**config.mk**
```make
export PLATFORM = sky130hd
export DESIGN_NAME = ttg_queue
export DESIGN_NICKNAME = d
export VERILOG_FILES = /design/src/rtl/ttg_pkg.sv /design/src/rtl/ttg_queue.sv
export SDC_FILE = /design/constraint.sdc
export NUM_CORES = 1
export LEC_CHECK = 0
export CAP_MARGIN = 5
export CORE_MARGIN = 3
export CORE_UTILIZATION = 57
export CTS_BUF_LIST = sky130_fd_sc_hd__clkbuf_16
export DETAILED_ROUTE_END_ITERATION = 12
export DONT_BUFFER_PORTS = 1
export GPL_ROUTABILITY_DRIVEN = 0
export PLACE_DENSITY = 0.71
export SETUP_SLACK_MARGIN = 0.4
export SLEW_MARGIN = 40
export SYNTH_ARGS = -nofsm -noshare
export SYNTH_HDL_FRONTEND = slang
export SYNTH_SLANG_ARGS = --single-unit
```
**constraint.sdc**
```tcl
create_clock -name clock -period 1.9 [get_ports clock]
set_input_delay 0.57 -clock clock [delete_from_list [all_inputs] [get_ports clock]]
set_output_delay 0.57 -clock clock [all_outputs]
set_load 0.01 [all_outputs]
```
**src/rtl/ttg_pkg.sv**
```systemverilog
// Shared constants and types for the triangle tangent generator.
package ttg_pkg;

   localparam int POSITION_WIDTH_DEFAULT = 32;
   localparam int TEXCOORD_WIDTH_DEFAULT = 16;
   localparam int TANGENT_WIDTH = 16;
   localparam int NORM_BITS = 30;
   localparam int SCALE_SHIFT = 14;
   localparam int QUOT_BITS = SCALE_SHIFT + 1;
   localparam logic [QUOT_BITS-1:0] OUT_SCALE = QUOT_BITS'(1) << SCALE_SHIFT;

   typedef enum logic [3:0] {
      BK_IDLE,
      BK_DET,
      BK_MUL,
      BK_NORM,
      BK_SQ,
      BK_SQRT,
      BK_DIV_LOAD,
      BK_DIV,
      BK_DONE
   } back_state_type;

endpackage

```
**src/rtl/ttg_queue.sv**
```systemverilog
// Two-entry queue of triangle records between the front and back ends.
module ttg_queue #(
   parameter int WIDTH = 8
) (
   input  logic             clock,
   input  logic             reset,
   input  logic             push,
   output logic             full,
   input  logic [WIDTH-1:0] push_data,
   input  logic             pop,
   output logic             empty,
   output logic [WIDTH-1:0] pop_data
);
   import ttg_pkg::*;

   logic [WIDTH-1:0] mem_ff [2];
   logic [1:0] count_ff, count_in;
   logic wr_ptr_ff, wr_ptr_in, rd_ptr_ff, rd_ptr_in;
   logic do_push, do_pop;

   assign full = (count_ff == 2'd2);
   assign empty = (count_ff == 2'd0);
   assign do_push = push && !full;
   assign do_pop = pop && !empty;
   assign pop_data = mem_ff[rd_ptr_ff];

   always_comb begin
      wr_ptr_in = do_push ? !wr_ptr_ff : wr_ptr_ff;
      rd_ptr_in = do_pop ? !rd_ptr_ff : rd_ptr_ff;
      count_in = count_ff;
      if (do_push && !do_pop) begin
         count_in = count_ff + 2'd1;
      end else if (do_pop && !do_push) begin
         count_in = count_ff - 2'd1;
      end
   end

   always_ff @(posedge clock) begin
      if (reset) begin
         count_ff <= 2'd0;
         wr_ptr_ff <= 1'b0;
         rd_ptr_ff <= 1'b0;
      end else begin
         count_ff <= count_in;
         wr_ptr_ff <= wr_ptr_in;
         rd_ptr_ff <= rd_ptr_in;
      end
   end

   always_ff @(posedge clock) begin
      if (do_push) begin
         mem_ff[wr_ptr_ff] <= push_data;
      end
   end

endmodule

```
==> qor.csv <==
metric,value,unit
TritonCTS clock tree,yes,
clock latency on the worst-skew pair,250,ps
Peak VDD IR,0.001312,V
first-pass GRT wire length,2.049,mm
FP Rows,12,
clock power share,0.279,
DRT Pass-1 Iters,2,
net count after synthesis,63,
cell internal pwr,1.091,mW
sequential share of the synthesized area,0.7319,
Post-Route WL,1.266,mm
total grt overflow,0,
netlist area before placement,793.3,sq um
Core ar.,1201,sq um
Die Wd,43.31,um
CTS max path bufs,2,
fin crit share,0.8350,
share of layout cells above drive strength 1,0.4000,
DRC,0,
Ys Warns,0,
crit-path cells,mux2_4,
Reg area,586.8,sq um
total vias in the final route,405,
CTS H-Tree Depth,1,
combinational group share of total power,0.274,
post-synthesis mux area share,0.1136,
clock skew,3.717,ps
"CP delay by family, top",flip-flops,
initial core utilization,0.6604,
Multi-input gate area,265.3,sq um
post-synthesis cell type count,13,
outcome,"complete, no violations",
Sw Share,0.2780,
crit-path max cell delay,430,ps
Sum Neg Setup Slack,0,ps
Die Span Y,43.31,um
# IOs,22,
min Tclk post-route,1587,ps
fin nets,69,
initial antenna violation count,0,
FILL cells,66,
post-detail-place hpwl,829,um
Max-slew headroom,0.7581,
RSZ-0062 raised after global routing,true,
Initial DRC Count,2,
Vias/cell,5.870,
DR WL/cell,18.35,um
Post-Synth Adder-Cell Area,0.01577,
Post-Synth Simple-Gate Area,0.05836,
most frequent cells in the layout,"edfxtp_1 (16), mux2_4 (8)",
Max Freq,630.3,MHz
vias in the first global route,417,
maximum fanout along the worst path,8,
Worst-Margin Slew,362.9,ps
Yosys top cell area share,0.6057,
clk root buf,clkbuf_16,
Syn-to-layout area delta,22.40,%
largest net degree at the start of global routing,12,
clock sinks,21,
Final Hold Fails,0,
Pwr per Cell Area,1556,nW/um^2
number of port buffers,0,
Final Power,1.511,mW
CP required,1330,ps
CP arrival,1020,ps
CP endpoint kind,output pin,
top post-synthesis cells by area,"edfxtp_1 (61%), dfxtp_1 (13%), mux2_2 (11%)",
leakage,0.3660,nW
WP buf/inv,0,
Die ar.,1875,sq um
startpoint types,flop,
TritonCTS buffer count,3,
Synth Instances,50,
Seq pwr share,0.447,
Global Route Usage Sum,0.1547,
Post-DRT Antenna Nets,0,
endpoints failing setup,0,
switching power,0.4200,mW
Pins Over Slew Limit,0,
Synth Area in Compound Gates,0.03155,
xor and xnor area share after synthesis,0.03312,
clock-pin slew on the worst setup and hold paths,50,ps
highest-delay cell along the critical path,dfxtp_4,
main combinational cell family by area after synthesis,multiplexers,
"area leader, netlist",edfxtp_1,
Yosys reg bits,21,
CP Class,flop to output pin,
max-cap viol count,0,
hold crit path type,primary input to flop,
mean post-synth cell area,15.87,sq um
"most common cell after layout, fill and taps aside",edfxtp_1,
n_diodes,0,
state kept, by name, indices dropped and copies added, names as in the netlist, named ones only:
register,count
mem_ff,16
wr_ptr_ff,1
rd_ptr_ff,1
count_ff,2
power groups by stage:
| stage | clock network [mW] | logic (mW) | registers, mW |
|---|---|---|---|
| after floorplan | 0 | 0.271 | 0.626 |
| after global routing | 0.452 | 0.452 | 0.688 |
| final | 0.421 | 0.414 | 0.676 |
| after CTS | 0.424 | 0.369 | 0.673 |
| after detailed placement | 0 | 0.285 | 0.660 |
| after global placement | 0 | 0.273 | 0.651 |
final cells by class:
cell class,count,area share
multi-input cells,26,0.2732
well taps,14,0.01804
repair buffers,2,0.01546
flip-flops and latches,21,0.6044
clock inverters,1,0.003866
inverters,2,0.007732
clock buffers,3,0.07732
synthesized netlist by cell type:
cell type,instances
or3_1,2
mux2_2,8
ha_1,1
o21ai_0,3
buf_2,1
inv_1,2
edfxtp_1,16
dfxtp_1,5
nor2_1,5
and2_1,1
xor2_1,3
a21oi_1,2
nor2b_2,1
routing by layer:
| layer | part of all wire | global-route usage | wire length, um |
|---|---|---|---|
| met5 | 0 | 0 | 0 |
| met3 | 0.084 | 0.06356 | 106 |
| met2 | 0.53 | 0.2625 | 667 |
| met1 | 0.38 | 0.1740 | 483 |
| met4 | 0.0063 | 0.05422 | 8 |
final timing paths:
kind | start | slack (ps) | endpoint | cells after the start
hold reg to reg | wr_ptr_ff | 500 | wr_ptr_ff | 2
setup / recovery | flop | 310 | pop_data[2] | 1
hold / removal | reset | 380 | count_ff[0] | 1
setup reg to reg | count_ff[1] | 400 | count_ff[1] | 6
kinds of logic after synthesis:
group	count (synthesis)
AOI/OAI and AO/OA	5
xor gates and xnor gates	3
adders and majority gates	1
buffers and inverters	3
DFF	21
muxes	8
and+or+nand+nor	9
per-stage QoR:
stage	utilization	hold WS (ps)	cell area, sq um	worst slack, ps	cells
after detailed placement	0.6708	488.2	805.8	285.7	63
after CTS	0.7865	375.8	944.7	302.5	69
final	0.8083	383.0	970.9	313.5	69
after global routing	0.8083	375.4	970.9	284.8	69
after floorplan	-	451.6	793.3	412.3	50
after global placement	0.6708	461.3	805.8	373.3	63
timing repair:
action	in CTS	in global routing
gates resized for setup	14	5
hold buffers	0	0
endpoints found under the setup margin	9	10
cloned	0	0
pin swaps	1	1
buffers inserted	2	0
(Power assumes the default switching activity.)
