`config.mk`:
```
export PLATFORM = sky130hd
export DESIGN_NAME = ttg_front
export DESIGN_NICKNAME = d
export VERILOG_FILES = /design/src/rtl/ttg_pkg.sv /design/src/rtl/ttg_front.sv
export SDC_FILE = /design/constraint.sdc
export NUM_CORES = 1
export LEC_CHECK = 0
export BUFFER_PORTS_ARGS = -buffer_cell sky130_fd_sc_hd__clkbuf_2
export CAP_MARGIN = 20
export CELL_PAD_IN_SITES_DETAIL_PLACEMENT = 0
export CELL_PAD_IN_SITES_GLOBAL_PLACEMENT = 1
export CORE_AREA = 5 5 248 250
export CTS_CLUSTER_SIZE = 16
export DETAILED_ROUTE_END_ITERATION = 10
export DIE_AREA = 0 0 253 255
export PLACE_DENSITY = 0.69
export SETUP_SLACK_MARGIN = 0.02
export SYNTH_ARGS = -nofsm -noshare
export SYNTH_HDL_FRONTEND = slang
export SYNTH_SLANG_ARGS = --single-unit
```
`constraint.sdc`:
```
create_clock -name clock -period 11.8 [get_ports clock]
set_clock_uncertainty 0.05 [all_clocks]
set_input_delay 0 -clock clock [delete_from_list [all_inputs] [get_ports clock]]
set_output_delay 0 -clock clock [all_outputs]
set_load 0.01 [all_outputs]
```
`src/rtl/ttg_pkg.sv`:
```
// Shared constants and types for the triangle tangent generator.
package ttg_pkg;

   localparam int POSITION_WIDTH_DEFAULT = 32;
   localparam int TEXCOORD_WIDTH_DEFAULT = 16;
   localparam int TANGENT_WIDTH = 16;
   localparam int NORM_BITS = 30;
   localparam int SCALE_SHIFT = 14;
   localparam int QUOT_BITS = SCALE_SHIFT + 1;
   localparam logic [QUOT_BITS-1:0] OUT_SCALE = QUOT_BITS'(1) << SCALE_SHIFT;

   typedef enum logic [3:0] {
      BK_IDLE,
      BK_DET,
      BK_MUL,
      BK_NORM,
      BK_SQ,
      BK_SQRT,
      BK_DIV_LOAD,
      BK_DIV,
      BK_DONE
   } back_state_type;

endpackage

```
`src/rtl/ttg_front.sv`:
```
// Front end: holds the first two corners and forms edges and UV deltas on the third.
module ttg_front #(
   parameter int POSITION_WIDTH = ttg_pkg::POSITION_WIDTH_DEFAULT,
   parameter int TEXCOORD_WIDTH = ttg_pkg::TEXCOORD_WIDTH_DEFAULT,
   localparam int EW = POSITION_WIDTH + 1,
   localparam int DW = TEXCOORD_WIDTH + 1,
   localparam int RW = 6 * EW + 4 * DW
) (
   input  logic                             clock,
   input  logic                             reset,
   input  logic                             req_push,
   output logic                             req_full,
   input  logic signed [POSITION_WIDTH-1:0] req_pos_x,
   input  logic signed [POSITION_WIDTH-1:0] req_pos_y,
   input  logic signed [POSITION_WIDTH-1:0] req_pos_z,
   input  logic signed [TEXCOORD_WIDTH-1:0] req_tex_u,
   input  logic signed [TEXCOORD_WIDTH-1:0] req_tex_v,
   output logic                             q_push,
   input  logic                             q_full,
   output logic [RW-1:0]                    q_data
);
   import ttg_pkg::*;

   logic [1:0] count_ff, count_in;
   logic [POSITION_WIDTH-1:0] hp_ff [2][3];
   logic [TEXCOORD_WIDTH-1:0] ht_ff [2][2];
   logic [POSITION_WIDTH-1:0] p2 [3];
   logic [EW-1:0] e1 [3];
   logic [EW-1:0] e2 [3];
   logic [DW-1:0] du1, dv1, du2, dv2;
   logic accept;

   assign p2[0] = req_pos_x;
   assign p2[1] = req_pos_y;
   assign p2[2] = req_pos_z;

   assign req_full = (count_ff == 2'd2) && q_full;
   assign accept = req_push && !req_full;
   assign q_push = accept && (count_ff == 2'd2);

   always_comb begin
      for (int i = 0; i < 3; i++) begin
         e1[i] = {hp_ff[1][i][POSITION_WIDTH-1], hp_ff[1][i]}
               - {hp_ff[0][i][POSITION_WIDTH-1], hp_ff[0][i]};
         e2[i] = {p2[i][POSITION_WIDTH-1], p2[i]}
               - {hp_ff[0][i][POSITION_WIDTH-1], hp_ff[0][i]};
      end
      du1 = {ht_ff[1][0][TEXCOORD_WIDTH-1], ht_ff[1][0]}
          - {ht_ff[0][0][TEXCOORD_WIDTH-1], ht_ff[0][0]};
      dv1 = {ht_ff[1][1][TEXCOORD_WIDTH-1], ht_ff[1][1]}
          - {ht_ff[0][1][TEXCOORD_WIDTH-1], ht_ff[0][1]};
      du2 = {req_tex_u[TEXCOORD_WIDTH-1], req_tex_u}
          - {ht_ff[0][0][TEXCOORD_WIDTH-1], ht_ff[0][0]};
      dv2 = {req_tex_v[TEXCOORD_WIDTH-1], req_tex_v}
          - {ht_ff[0][1][TEXCOORD_WIDTH-1], ht_ff[0][1]};
      q_data = {dv2, du2, dv1, du1, e2[2], e2[1], e2[0], e1[2], e1[1], e1[0]};
   end

   always_comb begin
      count_in = count_ff;
      if (accept) begin
         count_in = (count_ff == 2'd2) ? 2'd0 : count_ff + 2'd1;
      end
   end

   always_ff @(posedge clock) begin
      if (reset) begin
         count_ff <= 2'd0;
      end else begin
         count_ff <= count_in;
      end
   end

   always_ff @(posedge clock) begin
      if (accept && (count_ff != 2'd2)) begin
         hp_ff[count_ff[0]][0] <= req_pos_x;
         hp_ff[count_ff[0]][1] <= req_pos_y;
         hp_ff[count_ff[0]][2] <= req_pos_z;
         ht_ff[count_ff[0]][0] <= req_tex_u;
         ht_ff[count_ff[0]][1] <= req_tex_v;
      end
   end

endmodule

```
==> flow_summary.yaml <==
detailed_routing:
  finalWirelength_um: 59500
  postRouteAntennaNets: 0
  drcViolationCount: 0
  drtPass1Iterations: 7
  num_vias: 17516
  wl_per_cell_um: 17.3
  via_per_inst: 5.08
  drtIter0Drc: 898
critical_path:
  r2r_cells: 2
  arrival_ns: 3.98
  r2r_slack_ns: 9.12
  crit_type: "reg2out"
  reg2reg_to: "ht_ff[1][31]"
  worstPathMaxFanout: 3
  r2r-start: "count_ff[0]"
  startpoint_type: "flop"
  crit_path_end_kind: "primary output"
  critPathRequiredTime_ns: 11.75
synth:
  avgSynthCellArea_um2: 9.80
  synth-edff-count: 256
  netlist_area_mm2: 0.0204
  netlist_instances: 2085
  synth_nets: 2483
  synthTopCellsByArea: "edfxtp_1 38%, ha_1 16%, xnor2_1 6.2%"
  ys.flop_type: "edfxtp_1"
  yosysWarnings: 0
  netlist.top_cell.by_area: "edfxtp_1"
  ys_async_sr_fraction_pct: 0
  synth_cell_type_count: 83
  yosysSeqAreaShare_pct: 37.8
  ys_ff_latch: 258
  synth_top_area_share_pct: 37.6
timing:
  fin_tns_setup_ns: 0
  layout_setup_ws_ns: 7.77
  hold_viol_final: 0
  fmax_ghz: 0.248
  setup_viol: 0
  rsz0062_at_grt: "false"
  finalCritPeriodShare_pct: 34.1
  relSlewSlack_pct: 29.9
  hold_ws_ns: 0.178
  layout_min_cycle_time_ns: 4.03
  worst_pin_slew_ns: 1.05
  report.final.slew_viol_count: 0
final_layout:
  num-nets-final: 3041
  final_cells: 3447
  syn2layout_area_growth_pct: 26.8
  drive_above_1_share_pct: 18.4
clock_network:
  cts.sinks: 258
  htreeDepth: 2
  clkLatencyLatePin_ns: 0.52
  numCtsBuffers: 34
  clkTransAtPathRegs_ns: 0.05
  post-cts-setup-buffers: 0
  postCtsResizedCells: 0
  cts_tree: "done"
  root_buffer: "clkbuf_16"
  clock_path_buffers: 3
run_status:
  outcome: "finished, final reports clean"
placement:
  gp_congestion: 0.949
  pre_cts_slack_ns: 8.31
  dp_cells: 3248
  hpwlAfterDp_um: 47400
  placement.io_buffers: 399
global_route:
  antenna_found_initial: 8
  track_usage_pct: 17.6
  first_global_vias: 17396
  grt_overflow: 0
  grt_pass1_wl_um: 92100
  grt_max_degree: 71
hold_path:
  min_path_type: "in2reg"
  holdPathStages: 2
  min_to: "hp_ff[0][32]"
  hold_start: "req_pos_y[0]"
power:
  power.total_mw: 3.42
  p_per_area_mw_per_mm2: 132
  cellLeakagePower_nw: 11.8
  peakVddDrop_mv: 0.0870
floorplanning:
  rows: 89
  die_h_um: 255
  initial_core_util_pct: 34.7
  fp.dieArea_mm2: 0.0645
  core_mm2: 0.0588
  fp.dieW_um: 253
  io_pins: 400
job:
  drv_cap: 0
==> report_power, final <==
part           internal [mW]  switching [mW]
clock                  0.693           0.405
combinational          0.506           0.731
sequential              1.07          0.0135
==> area by class of cell <==
class,instances,area [µm²]
Antenna cell,7,17.5
Clock buffer,37,883
Clock inverter,23,295
Fill cell,5749,32900
Inverter,228,856
Multi-Input combinational cell,1585,11800
Sequential cell,258,7730
Tap cell,773,967
Timing Repair Buffer,536,3360
==> how the worst max path moves through the flow <==
stage | start | cells past startpoint | to
2_1_floorplan | count_ff[0] | 1 | hp_ff[0][0]
3_3_place_gp | hp_ff[0][0] | 11 | q_data[94]
3_5_place_dp | hp_ff[0][0] | 11 | q_data[94]
4_1_cts | hp_ff[0][0] | 11 | q_data[94]
5_1_grt | hp_ff[0][32] | 12 | q_data[63]
6_report | hp_ff[0][0] | 11 | q_data[94]
==> state kept, by name (all words and copies together) (netlist names) <==
signal    flops
ht_ff        64
hp_ff       192
count_ff      2
==> placed cells by master, fill, tap and decap left out, drive strengths merged, types with 9 or more instances in the layout <==
cell / n
xnor2: 145
a211oi: 16
nand2b: 27
nor2: 132
o21bai: 15
and2: 11
o31ai: 10
nor3: 43
nand2: 110
and3: 18
o21a: 46
nand3: 40
a31oi: 20
o2111ai: 9
or3: 13
clkinv: 14
a21boi: 10
xor2: 56
o21ai: 113
o211ai: 14
a21o: 91
a2111oi: 12
a21oi: 182
clkbuf: 436
o31a: 11
inv: 229
edfxtp: 256
fa: 10
nor2b: 48
ha: 256
nand4: 12
dlygate4sd3: 132
==> repair_timing <==
action | in CTS | in global routing
hold buffers | 132 | 0
setup endpoints to repair | 0 | 0
endpoints found under the hold margin | 258 | 0
==> metrics by stage <==
step	utilization (%)	cell area (µm²)
3_5_place_dp	39.8	23400
6_report	44.0	25900
5_1_grt	44.0	25900
4_1_cts	44.0	25900
3_3_place_gp	39.8	23400
2_1_floorplan	-	20400
==> critical path, cell delays in order (launching register included) <==
cell,delay [ns]
edfxtp_1,0.40
ha_1,0.24
fa_1,0.41
nor2b_1,0.17
o2111ai_1,0.15
and3_1,0.23
nor4b_1,0.56
o21ai_0,0.27
a21oi_1,0.32
o21ai_0,0.20
o311ai_1,0.31
clkbuf_2,0.20
==> cells by family (layout without fill, tap and decap cells) <==
family                     after synthesis  after routing  synth area share [%]
buffers and inverters                  242            824                  4.45
xor gates and xnor gates               201            201                  8.62
other                                    0              7                     0
and+or+nand+nor                        496            496                  12.0
muxes                                    3              3                 0.153
adders and majority gates              266            266                  16.7
DFF                                    258            258                  37.8
AOI/OAI and AO/OA                      619            619                  20.3
==> Yosys cell counts (6+ instances only) <==
cell,count
a2111oi_0,6
a211o_1,8
a211oi_1,14
a21boi_0,8
a21o_1,90
a21oi_1,180
a31o_2,6
a31oi_1,20
and2_1,11
and3_1,18
and4_1,8
clkbuf_1,13
edfxtp_1,256
fa_1,10
ha_1,256
inv_1,228
nand2_1,110
nand2b_1,27
nand3_1,40
nand3b_1,6
nand4_1,12
nor2_1,132
nor2b_1,48
nor3_1,42
nor4_1,8
o2111ai_1,9
o211ai_1,13
o21a_1,46
o21ai_0,87
o21ai_1,25
o21bai_1,15
o22ai_1,7
o31a_1,11
o31ai_1,10
or2_2,7
or3_1,13
xnor2_1,145
xor2_1,56
==> per-layer routing <==
layer,vias to the layer above,global-route usage [%],routed length [µm]
li1,8797,-,-
met1,8176,22.1,25600
met2,451,30.1,28200
met3,90,4.33,3970
met4,2,5.17,1690
met5,-,0,13
No activity file was read; power rests on OpenSTA's default activity.
